$ cat config.mk
export PLATFORM = sky130hd
export DESIGN_NAME = pose_frame_receiver
export DESIGN_NICKNAME = d
export VERILOG_FILES = /design/src/rtl/pfr_pkg.sv /design/src/rtl/pfr_parser.sv /design/src/rtl/pose_frame_receiver.sv
export SDC_FILE = /design/constraint.sdc
export NUM_CORES = 1
export LEC_CHECK = 0
export ABC_CLOCK_PERIOD_IN_PS = 13900
export CORE_MARGIN = 10
export CORE_UTILIZATION = 43
export DETAILED_ROUTE_END_ITERATION = 6
export DONT_BUFFER_PORTS = 1
export REMOVE_ABC_BUFFERS = 1
export SYNTH_ARGS = -nofsm -noshare
export SYNTH_HDL_FRONTEND = slang
export SYNTH_SLANG_ARGS = --single-unit
$ cat constraint.sdc
create_clock -name clk -period 13.9 [get_ports clk]
set_input_delay 0.695 -clock clk [delete_from_list [all_inputs] [get_ports clk]]
set_output_delay 0.695 -clock clk [all_outputs]
set_load 0.02 [all_outputs]
$ cat src/rtl/pfr_pkg.sv
// ----------------------------------------------------------------------------
// pfr_pkg
// Shared types, constants and the CRC-16/CCITT-FALSE byte update for the
// pose frame receiver.
// ----------------------------------------------------------------------------
package pfr_pkg;

    localparam logic [1:0]  STATUS_OK      = 2'd0;
    localparam logic [1:0]  STATUS_INVALID = 2'd1;
    localparam logic [1:0]  STATUS_CRC     = 2'd2;

    localparam logic [0:0]  REQ_BYTE       = 1'b0;
    localparam logic [0:0]  REQ_LINK_ERR   = 1'b1;

    localparam logic [1:0]  REG_START_FIRST  = 2'd0;
    localparam logic [1:0]  REG_START_SECOND = 2'd1;
    localparam logic [1:0]  REG_VERSION      = 2'd2;
    localparam logic [1:0]  REG_MSG_TYPE     = 2'd3;

    localparam int          FRAME_LEN      = 23;
    localparam logic [7:0]  PAYLOAD_LEN    = 8'd14;
    localparam logic [8:0]  HEADER_EXTRA   = 9'd9;
    localparam logic [8:0]  CRC_FIRST_POS  = 9'd2;
    localparam logic [8:0]  CRC_LAST_POS   = 9'd20;
    localparam logic [8:0]  LEN_BYTE_NEXT  = 9'd5;
    localparam logic [15:0] CRC_INIT       = 16'hFFFF;
    localparam logic [15:0] CRC_POLY       = 16'h1021;

    typedef struct packed {
        logic [7:0] start_first;
        logic [7:0] start_second;
        logic [7:0] version;
        logic [7:0] msg_type;
    } cfg_t;

    typedef struct packed {
        logic [1:0]         status;
        logic [15:0]        sequence_res;
        logic signed [31:0] x_mm;
        logic signed [31:0] y_mm;
        logic signed [15:0] heading;
        logic signed [15:0] lin_speed;
        logic signed [15:0] turn_rate;
        logic [31:0]        valid_frames;
        logic [31:0]        invalid_frames;
        logic [31:0]        crc_errors;
        logic [31:0]        bytes_seen;
    } result_t;

    function automatic logic [15:0] crc_byte(input logic [15:0] crc, input logic [7:0] b);
        logic [15:0] c;
        c = crc ^ {b, 8'h00};
        for (int k = 0; k < 8; k++)
        begin
            if (c[15])
            begin
                c = {c[14:0], 1'b0} ^ CRC_POLY;
            end
            else
            begin
                c = {c[14:0], 1'b0};
            end
        end
        return c;
    endfunction

endpackage

$ cat src/rtl/pfr_parser.sv
// ----------------------------------------------------------------------------
// pfr_parser
// Frame parser state: hunt, frame byte store, running CRC, counters, and the
// per-beat decode of a finished frame.
// ----------------------------------------------------------------------------
module pfr_parser #(
    parameter int MAX_FRAME_BYTES = 64
) (
    input  logic             clk,
    input  logic             rst_n,
    input  logic             step,
    input  logic             req_type,
    input  logic [7:0]       rx_byte,
    input  pfr_pkg::cfg_t    cfg,
    output logic             res_valid,
    output pfr_pkg::result_t res
);

    localparam logic [8:0] MaxLen = 9'(MAX_FRAME_BYTES);
    localparam logic [8:0] FrameLen = 9'(pfr_pkg::FRAME_LEN);

    logic [7:0]  frame_reg [pfr_pkg::FRAME_LEN];
    logic [8:0]  pos_reg, pos_next;
    logic [8:0]  exp_reg, exp_next;
    logic [15:0] crc_reg, crc_next;
    logic [31:0] valid_cnt_reg, valid_cnt_next;
    logic [31:0] invalid_cnt_reg, invalid_cnt_next;
    logic [31:0] crc_cnt_reg, crc_cnt_next;
    logic [31:0] byte_cnt_reg, byte_cnt_next;

    logic        frame_we;
    logic [4:0]  frame_idx;
    logic [8:0]  pos_inc;
    logic [8:0]  len_calc;
    logic        hdr_bad;
    logic        crc_bad;
    logic        finish;

    assign pos_inc   = pos_reg + 9'd1;
    assign len_calc  = {1'b0, rx_byte} + pfr_pkg::HEADER_EXTRA;
    assign frame_idx = pos_reg[4:0];

    assign hdr_bad = (frame_reg[0] != cfg.start_first) ||
                     (frame_reg[1] != cfg.start_second) ||
                     (frame_reg[2] != cfg.version) ||
                     (frame_reg[3] != cfg.msg_type) ||
                     (frame_reg[4] != pfr_pkg::PAYLOAD_LEN);
    // byte 22 (CRC high) is the current beat
    assign crc_bad = crc_reg != {rx_byte, frame_reg[21]};

    always_comb
    begin
        pos_next         = pos_reg;
        exp_next         = exp_reg;
        crc_next         = crc_reg;
        valid_cnt_next   = valid_cnt_reg;
        invalid_cnt_next = invalid_cnt_reg;
        crc_cnt_next     = crc_cnt_reg;
        byte_cnt_next    = byte_cnt_reg;
        frame_we         = 1'b0;
        finish           = 1'b0;
        res_valid        = 1'b0;
        res              = '0;
        res.status       = pfr_pkg::STATUS_INVALID;

        if (req_type == pfr_pkg::REQ_LINK_ERR)
        begin
            pos_next         = '0;
            exp_next         = '0;
            crc_next         = pfr_pkg::CRC_INIT;
            invalid_cnt_next = invalid_cnt_reg + 32'd1;
            res_valid        = 1'b1;
        end
        else
        begin
            byte_cnt_next = byte_cnt_reg + 32'd1;
            if (pos_reg == 9'd0)
            begin
                if (rx_byte == cfg.start_first)
                begin
                    frame_we = 1'b1;
                    pos_next = 9'd1;
                end
            end
            else if (pos_reg == 9'd1)
            begin
                if (rx_byte == cfg.start_second)
                begin
                    frame_we = 1'b1;
                    pos_next = 9'd2;
                end
                else if (rx_byte != cfg.start_first)
                begin
                    pos_next = '0;
                    exp_next = '0;
                    crc_next = pfr_pkg::CRC_INIT;
                end
            end
            else
            begin
                frame_we = pos_reg < FrameLen;
                if (pos_reg >= pfr_pkg::CRC_FIRST_POS && pos_reg <= pfr_pkg::CRC_LAST_POS)
                begin
                    crc_next = pfr_pkg::crc_byte(crc_reg, rx_byte);
                end
                pos_next = pos_inc;
                if (pos_inc == pfr_pkg::LEN_BYTE_NEXT)
                begin
                    exp_next = len_calc;
                    if (len_calc > MaxLen)
                    begin
                        invalid_cnt_next = invalid_cnt_reg + 32'd1;
                        pos_next         = '0;
                        exp_next         = '0;
                        crc_next         = pfr_pkg::CRC_INIT;
                        res_valid        = 1'b1;
                    end
                end
                else if (exp_reg != 9'd0 && pos_inc == exp_reg)
                begin
                    finish = 1'b1;
                end
            end
        end

        if (finish)
        begin
            res_valid = 1'b1;
            pos_next  = '0;
            exp_next  = '0;
            crc_next  = pfr_pkg::CRC_INIT;
            if (exp_reg != FrameLen)
            begin
                invalid_cnt_next = invalid_cnt_reg + 32'd1;
            end
            else if (hdr_bad || crc_bad)
            begin
                invalid_cnt_next = invalid_cnt_reg + 32'd1;
                if (crc_bad)
                begin
                    crc_cnt_next = crc_cnt_reg + 32'd1;
                    res.status   = pfr_pkg::STATUS_CRC;
                end
            end
            else
            begin
                valid_cnt_next     = valid_cnt_reg + 32'd1;
                res.status         = pfr_pkg::STATUS_OK;
                res.sequence_res   = {frame_reg[6], frame_reg[5]};
                res.x_mm           = {frame_reg[10], frame_reg[9], frame_reg[8], frame_reg[7]};
                res.y_mm           = {frame_reg[14], frame_reg[13], frame_reg[12], frame_reg[11]};
                res.heading        = {frame_reg[16], frame_reg[15]};
                res.lin_speed      = {frame_reg[18], frame_reg[17]};
                res.turn_rate      = {frame_reg[20], frame_reg[19]};
            end
        end

        res.valid_frames   = valid_cnt_next;
        res.invalid_frames = invalid_cnt_next;
        res.crc_errors     = crc_cnt_next;
        res.bytes_seen     = byte_cnt_next;
    end

    always_ff @(posedge clk or negedge rst_n)
    begin
        if (!rst_n)
        begin
            pos_reg         <= '0;
            exp_reg         <= '0;
            crc_reg         <= pfr_pkg::CRC_INIT;
            valid_cnt_reg   <= '0;
            invalid_cnt_reg <= '0;
            crc_cnt_reg     <= '0;
            byte_cnt_reg    <= '0;
        end
        else if (step)
        begin
            pos_reg         <= pos_next;
            exp_reg         <= exp_next;
            crc_reg         <= crc_next;
            valid_cnt_reg   <= valid_cnt_next;
            invalid_cnt_reg <= invalid_cnt_next;
            crc_cnt_reg     <= crc_cnt_next;
            byte_cnt_reg    <= byte_cnt_next;
        end
    end

    always_ff @(posedge clk)
    begin
        if (step && frame_we)
        begin
            frame_reg[frame_idx] <= rx_byte;
        end
    end

endmodule

$ cat src/rtl/pose_frame_receiver.sv
// ----------------------------------------------------------------------------
// pose_frame_receiver
// Receives link bytes and link-error events, parses pose/velocity frames
// and emits decoded fields with status and running counters.
// ----------------------------------------------------------------------------
// Input channel (in_valid/in_ready): one beat is a received byte
// (req_type 0) or a link-error event (req_type 1).
// Output channel (out_valid/out_ready): one beat at a frame end, on an
// oversize length byte or on a link error; other bytes produce none.
// The APB port holds the start bytes, version and message type; write it
// only while the block is idle.
// With no stall, a beat accepted into the input stage is decoded in the next
// cycle and its result is registered in the output register that drives
// out_valid; the result is taken while out_ready is high.
// Throughput: one beat per cycle when not stalled; CRC update, frame checks
// and field decode are combinational from input stage to result register.
// Reset: parser back to hunting, CRC to 0xFFFF, all counters cleared,
// configuration registers to their default values.
// Stall: when out_ready is low and a result waits, the input stage holds
// one more beat and then in_ready drops until the result is taken.
// ----------------------------------------------------------------------------
module pose_frame_receiver #(
    parameter int MAX_FRAME_BYTES = 64
) (
    input  logic               clk,
    input  logic               rst_n,

    input  logic               psel,
    input  logic               penable,
    input  logic               pwrite,
    input  logic [3:0]         paddr,
    input  logic [31:0]        pwdata,
    output logic [31:0]        prdata,
    output logic               pready,

    input  logic               in_valid,
    output logic               in_ready,
    input  logic               req_type,
    input  logic [7:0]         rx_byte,

    output logic               out_valid,
    input  logic               out_ready,
    output logic [1:0]         status,
    output logic [15:0]        sequence_res,
    output logic signed [31:0] x_mm,
    output logic signed [31:0] y_mm,
    output logic signed [15:0] heading,
    output logic signed [15:0] lin_speed,
    output logic signed [15:0] turn_rate,
    output logic [31:0]        valid_frames,
    output logic [31:0]        invalid_frames,
    output logic [31:0]        crc_errors,
    output logic [31:0]        bytes_seen
);

    pfr_pkg::cfg_t    cfg_reg;
    logic             s1_valid_reg;
    logic             s1_req_reg;
    logic [7:0]       s1_byte_reg;
    logic             out_valid_reg;
    pfr_pkg::result_t out_reg;
    logic             adv;
    logic             res_valid;
    pfr_pkg::result_t res;
    logic [1:0]       reg_sel;

    assign reg_sel = paddr[3:2];
    assign pready  = 1'b1;

    always_comb
    begin
        unique case (reg_sel)
            pfr_pkg::REG_START_FIRST:  prdata = {24'd0, cfg_reg.start_first};
            pfr_pkg::REG_START_SECOND: prdata = {24'd0, cfg_reg.start_second};
            pfr_pkg::REG_VERSION:      prdata = {24'd0, cfg_reg.version};
            pfr_pkg::REG_MSG_TYPE:     prdata = {24'd0, cfg_reg.msg_type};
            default:                   prdata = '0;
        endcase
    end

    always_ff @(posedge clk or negedge rst_n)
    begin
        if (!rst_n)
        begin
            cfg_reg.start_first  <= 8'd170;
            cfg_reg.start_second <= 8'd85;
            cfg_reg.version      <= 8'd1;
            cfg_reg.msg_type     <= 8'd1;
        end
        else if (psel && penable && pwrite)
        begin
            unique case (reg_sel)
                pfr_pkg::REG_START_FIRST:  cfg_reg.start_first  <= pwdata[7:0];
                pfr_pkg::REG_START_SECOND: cfg_reg.start_second <= pwdata[7:0];
                pfr_pkg::REG_VERSION:      cfg_reg.version      <= pwdata[7:0];
                pfr_pkg::REG_MSG_TYPE:     cfg_reg.msg_type     <= pwdata[7:0];
                default:                   cfg_reg.msg_type     <= cfg_reg.msg_type;
            endcase
        end
    end

    assign adv      = !out_valid_reg || out_ready;
    assign in_ready = !s1_valid_reg || adv;

    always_ff @(posedge clk or negedge rst_n)
    begin
        if (!rst_n)
        begin
            s1_valid_reg  <= 1'b0;
            out_valid_reg <= 1'b0;
        end
        else
        begin
            if (in_ready)
            begin
                s1_valid_reg <= in_valid;
            end
            if (adv)
            begin
                out_valid_reg <= s1_valid_reg && res_valid;
            end
        end
    end

    always_ff @(posedge clk)
    begin
        if (in_ready && in_valid)
        begin
            s1_req_reg  <= req_type;
            s1_byte_reg <= rx_byte;
        end
        if (adv && s1_valid_reg && res_valid)
        begin
            out_reg <= res;
        end
    end

    pfr_parser #(
        .MAX_FRAME_BYTES (MAX_FRAME_BYTES)
    ) u_parser (
        .clk       (clk),
        .rst_n     (rst_n),
        .step      (s1_valid_reg && adv),
        .req_type  (s1_req_reg),
        .rx_byte   (s1_byte_reg),
        .cfg       (cfg_reg),
        .res_valid (res_valid),
        .res       (res)
    );

    assign out_valid      = out_valid_reg;
    assign status         = out_reg.status;
    assign sequence_res   = out_reg.sequence_res;
    assign x_mm           = out_reg.x_mm;
    assign y_mm           = out_reg.y_mm;
    assign heading        = out_reg.heading;
    assign lin_speed      = out_reg.lin_speed;
    assign turn_rate      = out_reg.turn_rate;
    assign valid_frames   = out_reg.valid_frames;
    assign invalid_frames = out_reg.invalid_frames;
    assign crc_errors     = out_reg.crc_errors;
    assign bytes_seen     = out_reg.bytes_seen;

endmodule
==> results.py, run 1 <==
metrics = {
    "status": {
        "status": "finished, violations left",
        "violations": "hold timing",
    },
    "worst_setup_path": {
        "crit_fanout": 174,
        "crit_slowest_cell": "buf_4",
        "reg2reg_depth": 11,
        "crit_start": "u_parser.pos_reg[0]",
        "worstPathRequired_ps": 14110,
        "max_stage_delay_ps": 850,
        "startpoint_type": "flip-flop",
        "endpoint_kind": "flip-flop",
        "critPathArrivalTime_ps": 5790,
        "worstPathCellList": "ha_1, nand3_1, or3_1, a221oi_1, nand4_1, nor2_1, or2_2, a21oi_1, nor2_4, buf_12, buf_4",
        "reg2reg_to": "heading[4]",
        "crit_type": "flip-flop to flip-flop",
        "r2r_start": "u_parser.pos_reg[0]",
        "reg2reg_slack_ps": 8310,
    },
    "floorplan": {
        "ioPinCount": 345,
        "rows": 91,
        "die_y_um": 271,
        "initial_core_util_pct": 43.7,
        "core_um2": 62100,
        "dieArea_um2": 73500,
        "die_w_um": 271,
    },
    "clock_tree": {
        "clockBufferDepth": 3,
        "cts_max_level": 3,
        "cts_made_buffers": 70,
        "numClockSinks": 639,
        "clk_pin_slew_worst_paths_ps": 60,
        "cts_setup_buffers": 0,
        "clockRootBuffer": "clkbuf_16",
        "cts_tree": "built",
        "clock_latency_ps": 600,
    },
    "synth": {
        "async_flop_share_pct": 30.7,
        "ys_top_cells_by_area": "edfxtp_1 (49%), dfrtp_1 (16%), xnor2_1 (5.6%)",
        "yosysMostFrequentCell": "edfxtp_1",
        "synth_top_cell_by_area": "edfxtp_1",
        "synth_top_area_share_pct": 49.1,
        "ys.flop_type": "edfxtp_1",
        "synth_commonest_cells": "edfxtp_1 (443), xnor2_1 (174), dfrtp_1 (170), xor2_1 (166), and2_1 (149)",
        "syn_area_per_cell_um2": 13.7,
        "synth.distinct_cells": 68,
        "ys.warnings.count": 0,
        "synth_edf_count": 443,
        "yosys_register_bits": 639,
        "syn_area_um2": 27100,
        "syn_inst": 1986,
        "ys_seq_area_share_pct": 67.3,
    },
    "global_routing": {
        "grt.overflow.total": 0,
        "grt_pass1_vias": 14800,
        "grt_pass1_wl_mm": 94.8,
        "grt_max_degree": 175,
        "antenna_found_initial": 3,
        "track_usage_pct": 16.6,
    },
    "timing": {
        "finalMaxSlewViolations": 0,
        "slew_headroom_pct": 14.6,
        "clock_skew_ps": 20.0,
        "tightest_slew_ps": 1280,
        "period_share_pct": 40.2,
        "rsz0062_at_grt": "false",
        "hold_viol": 7,
        "whs_ps": -45.3,
        "min_period_ps": 5590,
        "fmax_ghz": 0.179,
        "setup_viol": 0,
    },
    "finish": {
        "utilization_pct": 48.6,
        "largest_reg_flops": 176,
        "fin_nets": 2054,
        "drive_above_1_share_pct": 11.4,
        "fill_cells": 5293,
        "area_delta_synth_final_pct": 11.3,
        "multiInputGateArea_um2": 8360,
        "ff_latch_area_um2": 18200,
    },
    "min_path": {
        "worst_hold_path_type": "primary input to asynchronous set/reset pin",
    },
    "routing": {
        "wl_per_cell_um": 21.5,
        "drt_iter0_drc": 1260,
        "wl_mm": 62.1,
        "drtPass1Iterations": 7,
        "vias": 15000,
        "drc": 0,
        "ant_nets": 0,
        "via_per_inst": 5.19,
    },
    "power_and_ir_drop": {
        "clkPwrFrac_pct": 39.0,
        "power.density_nw_per_um2": 153,
        "p_sw_share_pct": 26.4,
        "peakVddDrop_uv": 90.0,
        "p_seq_share_pct": 51.4,
        "power_uw": 4630,
        "pwr-share-comb_pct": 9.6,
        "power.switching_uw": 1220,
        "power.leakage_uw": 0.0116,
        "p_int_uw": 3400,
    },
    "place": {
        "gp_congestion": 0.856,
        "portBuffers": 0,
        "dpl.hpwl_mm": 40.0,
    },
    "flow_run": {
        "max_cap_violations": 0,
    },
}
layer usage:
| layer | part of all wire, % | wire length (um) | vias to the layer above | track usage [%] |
|---|---|---|---|---|
| met4 | 1.5 | 950 | 4 | 3.95 |
| li1 | - | - | 7004 | - |
| met2 | 49 | 30600 | 374 | 27.2 |
| met1 | 43 | 26800 | 7526 | 21.9 |
| met5 | 0.044 | 27 | - | 0 |
| met3 | 6.0 | 3690 | 69 | 4.32 |
kinds of logic (layout without fill, tap and decap cells):
logic type,Yosys count,count (layout),share of synthesized area [%]
AOI/OAI and AO/OA,69,69,1.80
xor gates and xnor gates,340,340,11.0
adders and majority gates,10,10,0.462
buffers and inverters,130,170,2.31
DFF,639,639,67.3
muxes,58,58,2.69
other,2,27,0.0277
and+or+nand+nor,738,738,14.4
through the flow:
stage / hold WS [ps] / setup slack, ps / std cells / cell area (um2) / TNS, ps
after floorplan: 399 / -79.8 / 1898 / 26600 / -20600
after global placement: 408 / 8340 / 2755 / 27900 / 0
after detailed placement: 409 / 8300 / 2755 / 27900 / 0
after CTS: 124 / 8270 / 2886 / 30200 / 0
after global routing: 60.0 / 7810 / 2886 / 30200 / 0
final: -45.3 / 8310 / 2888 / 30200 / 0
worst max path at each step:
stage          cells past startpoint  slack, ps               to
4_1_cts                           11       8270       heading[2]
2_1_floorplan                      9        -80    bytes_seen[0]
5_1_grt                           11       7810         y_mm[29]
3_5_place_dp                      11       8300  valid_frames[6]
6_report                          11       8310       heading[4]
3_3_place_gp                      11       8340  valid_frames[6]
cell usage in the layout, fill, tap and decap left out, types with 5 or more instances in the layout:
cell type,count
nor3_1,74
o21ai_0,23
dfstp_2,26
conb_1,25
nand3_1,71
clkinvlp_4,5
inv_1,19
or2_2,14
edfxtp_1,443
buf_4,19
or3_1,14
and3_1,31
xnor2_1,174
nand4_1,51
clkbuf_16,72
clkbuf_1,11
clkinv_2,15
nand2_1,130
mux2_2,39
mux4_2,8
a21oi_1,10
a21o_1,8
clkinv_1,12
ha_1,10
dfrtp_1,170
nor4_1,25
mux2i_1,11
nand2b_1,8
nor2_1,123
xor2_1,166
and4_1,8
and2_1,148
power groups by stage:
| stage | combinational [uW] | clock (uW) | sequential (uW) |
|---|---|---|---|
| 2_1_floorplan | 312 | 0 | 2400 |
| 3_3_place_gp | 426 | 0 | 2420 |
| 3_5_place_dp | 432 | 0 | 2420 |
| 4_1_cts | 450 | 1860 | 2380 |
| 5_1_grt | 493 | 1940 | 2390 |
| 6_report | 444 | 1800 | 2380 |
critical path: cells and delay by family, from the launching register on:
family                   cells  cell delay (ps)
adder cells (fa/ha/maj)      1              450
AO/OA/AOI/OAI                2              410
buffers and inverters        2             1510
AND/OR/NAND/NOR              6             2040
flip-flops                   1              600
area by class of cell:
type                            count  area share [%]
Inverter                           19           0.236
Tap cell                          837            3.47
Antenna cell                        2          0.0166
Sequential cell                   639            60.5
Timing Repair Buffer               22           0.697
Clock buffer                       87            6.29
Multi-Input combinational cell   1240            27.7
Clock inverter                     42            1.12
repair_timing:
action / CTS / global route
resized for setup: 0 / 0
hold buffers: 2 / 0
endpoints found under the setup margin: 0 / 0
hold endpoints to repair: 170 / 0
(Power assumes the default switching activity.)
==> run 2, diff against run 1 <==
Settings changed: ABC_AREA set to 1, ABC_CLOCK_PERIOD_IN_PS 13900 to 4600.
Clock period 13.9 ns to 4.6 ns, I/O delays scaled along.
==> run 2 against run 1 <==
Effect of this change:
- the flow now finishes without violations
- cell count is 37% higher
- sequential share of layout area fell by 4.4 points
- largest power group unchanged
- first-iteration DRC count grew 29%
- sequential power increased to 3.2 times the previous value
- combinational power grew to 4.9 times the previous value
==> results.py, run 2 <==
metrics = {
    "synth": {
        "synth.distinct_cells": 50,
        "async_flop_share_pct": 30.7,
        "synth_top_cell_by_area": "edfxtp_1",
        "synth_top_area_share_pct": 45.9,
        "ys.flop_type": "edfxtp_1",
        "syn_area_um2": 29000,
        "ys_top_cells_by_area": "edfxtp_1 (46%), dfrtp_1 (15%), nand2_1 (11%)",
        "ys.warnings.count": 0,
        "syn_inst": 2986,
        "ys_seq_area_share_pct": 62.9,
        "syn_area_per_cell_um2": 9.71,
        "synth_commonest_cells": "nand2_1 (836), edfxtp_1 (443), inv_1 (436), nor2_1 (305), nand3_1 (187)",
        "yosysMostFrequentCell": "nand2_1",
        "synth_edf_count": 443,
        "yosys_register_bits": 639,
    },
    "finish": {
        "largest_reg_flops": 176,
        "fin_nets": 3092,
        "ff_latch_area_um2": 18200,
        "num_antenna_cells": 0,
        "finalInstanceArea_um2": 32500,
        "fill_cells": 6041,
        "multiInputGateArea_um2": 8550,
        "final_common_cell": "nand2_1",
        "area_delta_synth_final_pct": 12.1,
        "fin_cells": 3958,
        "final_cell_mix": "nand2_1 (835), edfxtp_1 (443), inv_1 (435)",
        "drive_above_1_share_pct": 7.16,
    },
    "power_and_ir_drop": {
        "p_seq_share_pct": 48.6,
        "p_sw_share_pct": 29.6,
        "power.leakage_uw": 0.0140,
        "p_int_uw": 11100,
        "power.switching_uw": 4660,
        "pwr-share-comb_pct": 13.8,
        "peakVddDrop_uv": 384,
        "power.density_nw_per_um2": 484,
        "clkPwrFrac_pct": 37.6,
    },
    "routing": {
        "ant_nets": 0,
        "wl_mm": 71.3,
        "dr.max_layer_used": "met4",
        "wl_met1_mm": 30.3,
        "drt_iter0_drc": 1629,
        "route.met3.wl_mm": 4.52,
        "wl_per_cell_um": 18.0,
        "drc": 0,
        "drtPass1Iterations": 6,
        "via_per_inst": 5.01,
        "wl_met2_mm": 35.2,
        "vias": 19800,
    },
    "status": {
        "status": "finished clean",
    },
    "worst_setup_path": {
        "startpoint_type": "flip-flop",
        "crit_type": "flip-flop to flip-flop",
        "endpoint_kind": "flip-flop",
        "critPathArrivalTime_ps": 3940,
        "crit_fanout": 75,
        "worstPathRequired_ps": 4890,
    },
    "floorplan": {
        "initial_core_util_pct": 43.3,
        "die_y_um": 280,
        "core_um2": 67000,
        "dieArea_um2": 78200,
        "rows": 95,
        "die_w_um": 280,
        "ioPinCount": 345,
    },
    "clock_tree": {
        "clock_latency_ps": 630,
        "clk_pin_slew_worst_paths_ps": 60,
        "cts_tree": "built",
        "cts_made_buffers": 70,
        "cts_max_level": 3,
        "ctsResizeCount": 0,
        "clockBufferDepth": 3,
        "clockRootBuffer": "clkbuf_16",
        "numClockSinks": 639,
        "cts_setup_buffers": 0,
        "postCtsHoldBufs": 22,
    },
    "place": {
        "dp_cells": 3809,
        "place_area_um2": 29800,
        "gp_congestion": 0.861,
        "dpl.hpwl_mm": 48.3,
        "pre_cts_ws_ps": 904,
        "portBuffers": 0,
    },
    "global_routing": {
        "track_usage_pct": 17.8,
        "grt_max_degree": 197,
        "antenna_found_initial": 0,
        "grt.overflow.total": 0,
        "grt_pass1_vias": 19100,
        "grt_pass1_wl_mm": 110,
    },
    "timing": {
        "setup_ws_ps": 947,
        "clock_skew_ps": 43.0,
        "slew_headroom_pct": 17.6,
        "finalMaxSlewViolations": 0,
        "fmax_ghz": 0.274,
        "period_share_pct": 79.4,
        "setup_viol": 0,
        "min_period_ps": 3650,
        "hold_viol": 0,
        "rsz0062_at_grt": "false",
        "tightest_slew_ps": 1240,
    },
    "min_path": {
        "worst_hold_path_type": "primary input to flip-flop",
    },
    "flow_run": {
        "max_cap_violations": 0,
    },
}
run 2: changes by cell type after synthesis, moves of 108 or more:
cell | previous run | this run
inv_1 | 19 | 436
xor2_1 | 166 | 58
xnor2_1 | 174 | 28
nand2_1 | 131 | 836
nand3_1 | 71 | 187
nor2_1 | 124 | 305
and2_1 | 149 | 34
run 2: logic make-up (layout without fill, tap and decap cells):
family / Yosys count / count (layout) / share of synthesized area [%]
fa+ha+maj: 10 / 10 / 0.431
xor+xnor: 89 / 89 / 2.77
buf+inv: 543 / 619 / 8.01
other cells: 2 / 25 / 0.0259
compound gates: 162 / 162 / 3.02
simple gates: 1541 / 1541 / 22.9
flops: 639 / 639 / 62.9
run 2: per-layer routing:
metal | up-vias | GRT usage [%]
met1 | 9556 | 22.2
met5 | - | 0
met2 | 532 | 30.7
li1 | 9657 | -
met4 | 0 | 4.38
met3 | 90 | 4.17
run 2: path summary, 6_finish.rpt:
| kind | startpoint | to | slack [ps] | cells past startpoint |
|---|---|---|---|---|
| max in group asynchronous | rst_n | u_parser.valid_cnt_reg[1] | 3410 | 2 |
| worst min-delay path | rx_byte[3] | s1_byte_reg[3] | 260 | 1 |
| worst max register to register | s1_byte_reg[3] | y_mm[10] | 950 | 11 |
| min in group asynchronous | rst_n | u_parser.crc_cnt_reg[28] | 270 | 2 |
| worst min register to register | u_parser.crc_cnt_reg[31] | u_parser.crc_cnt_reg[31] | 500 | 2 |
| worst max-delay path | s1_byte_reg[3] | y_mm[10] | 950 | 11 |
run 2: metrics by stage:
| step | setup TNS, ps | hold slack, ps | utilization (%) | total power (uW) |
|---|---|---|---|---|
| 2_1_floorplan | -2707940 | -65.6 | - | 9220 |
| 3_3_place_gp | 0 | -51.3 | 44.5 | 9810 |
| 3_5_place_dp | 0 | -52.6 | 44.5 | 9870 |
| 4_1_cts | 0 | 235 | 48.5 | 15900 |
| 5_1_grt | 0 | 247 | 48.5 | 16500 |
| 6_report | 0 | 263 | 48.5 | 15700 |
run 2: worst max-delay path, stage by stage, from the launching register on:
cell and delay (ps):
edfxtp_1 630, a21oi_1 340, nor2_1 70, nand2_1 90, xor2_1 200, nand2_1 70
nand2_1 230, nand3_1 110, nand2_1 400, nor2_1 180, nor2_4 500, buf_12 390
run 2: power groups by stage:
stage               Clock (uW)  Sequential [uW]  Combinational [uW]
floorplan                    0             7680                1530
finish                    5910             7640                2180
global placement             0             7740                2070
CTS                       6050             7660                2190
detailed placement           0             7760                2110
global route              6280             7710                2470
run 2: final cells by class:
cell class	instances	share of cell area [%]
Tap cell	873	3.36
Sequential cell	639	56.1
Clock inverter	41	1.93
Clock buffer	86	5.67
Multi-Input combinational cell	1827	26.3
Inverter	446	5.17
Timing Repair Buffer	46	1.48
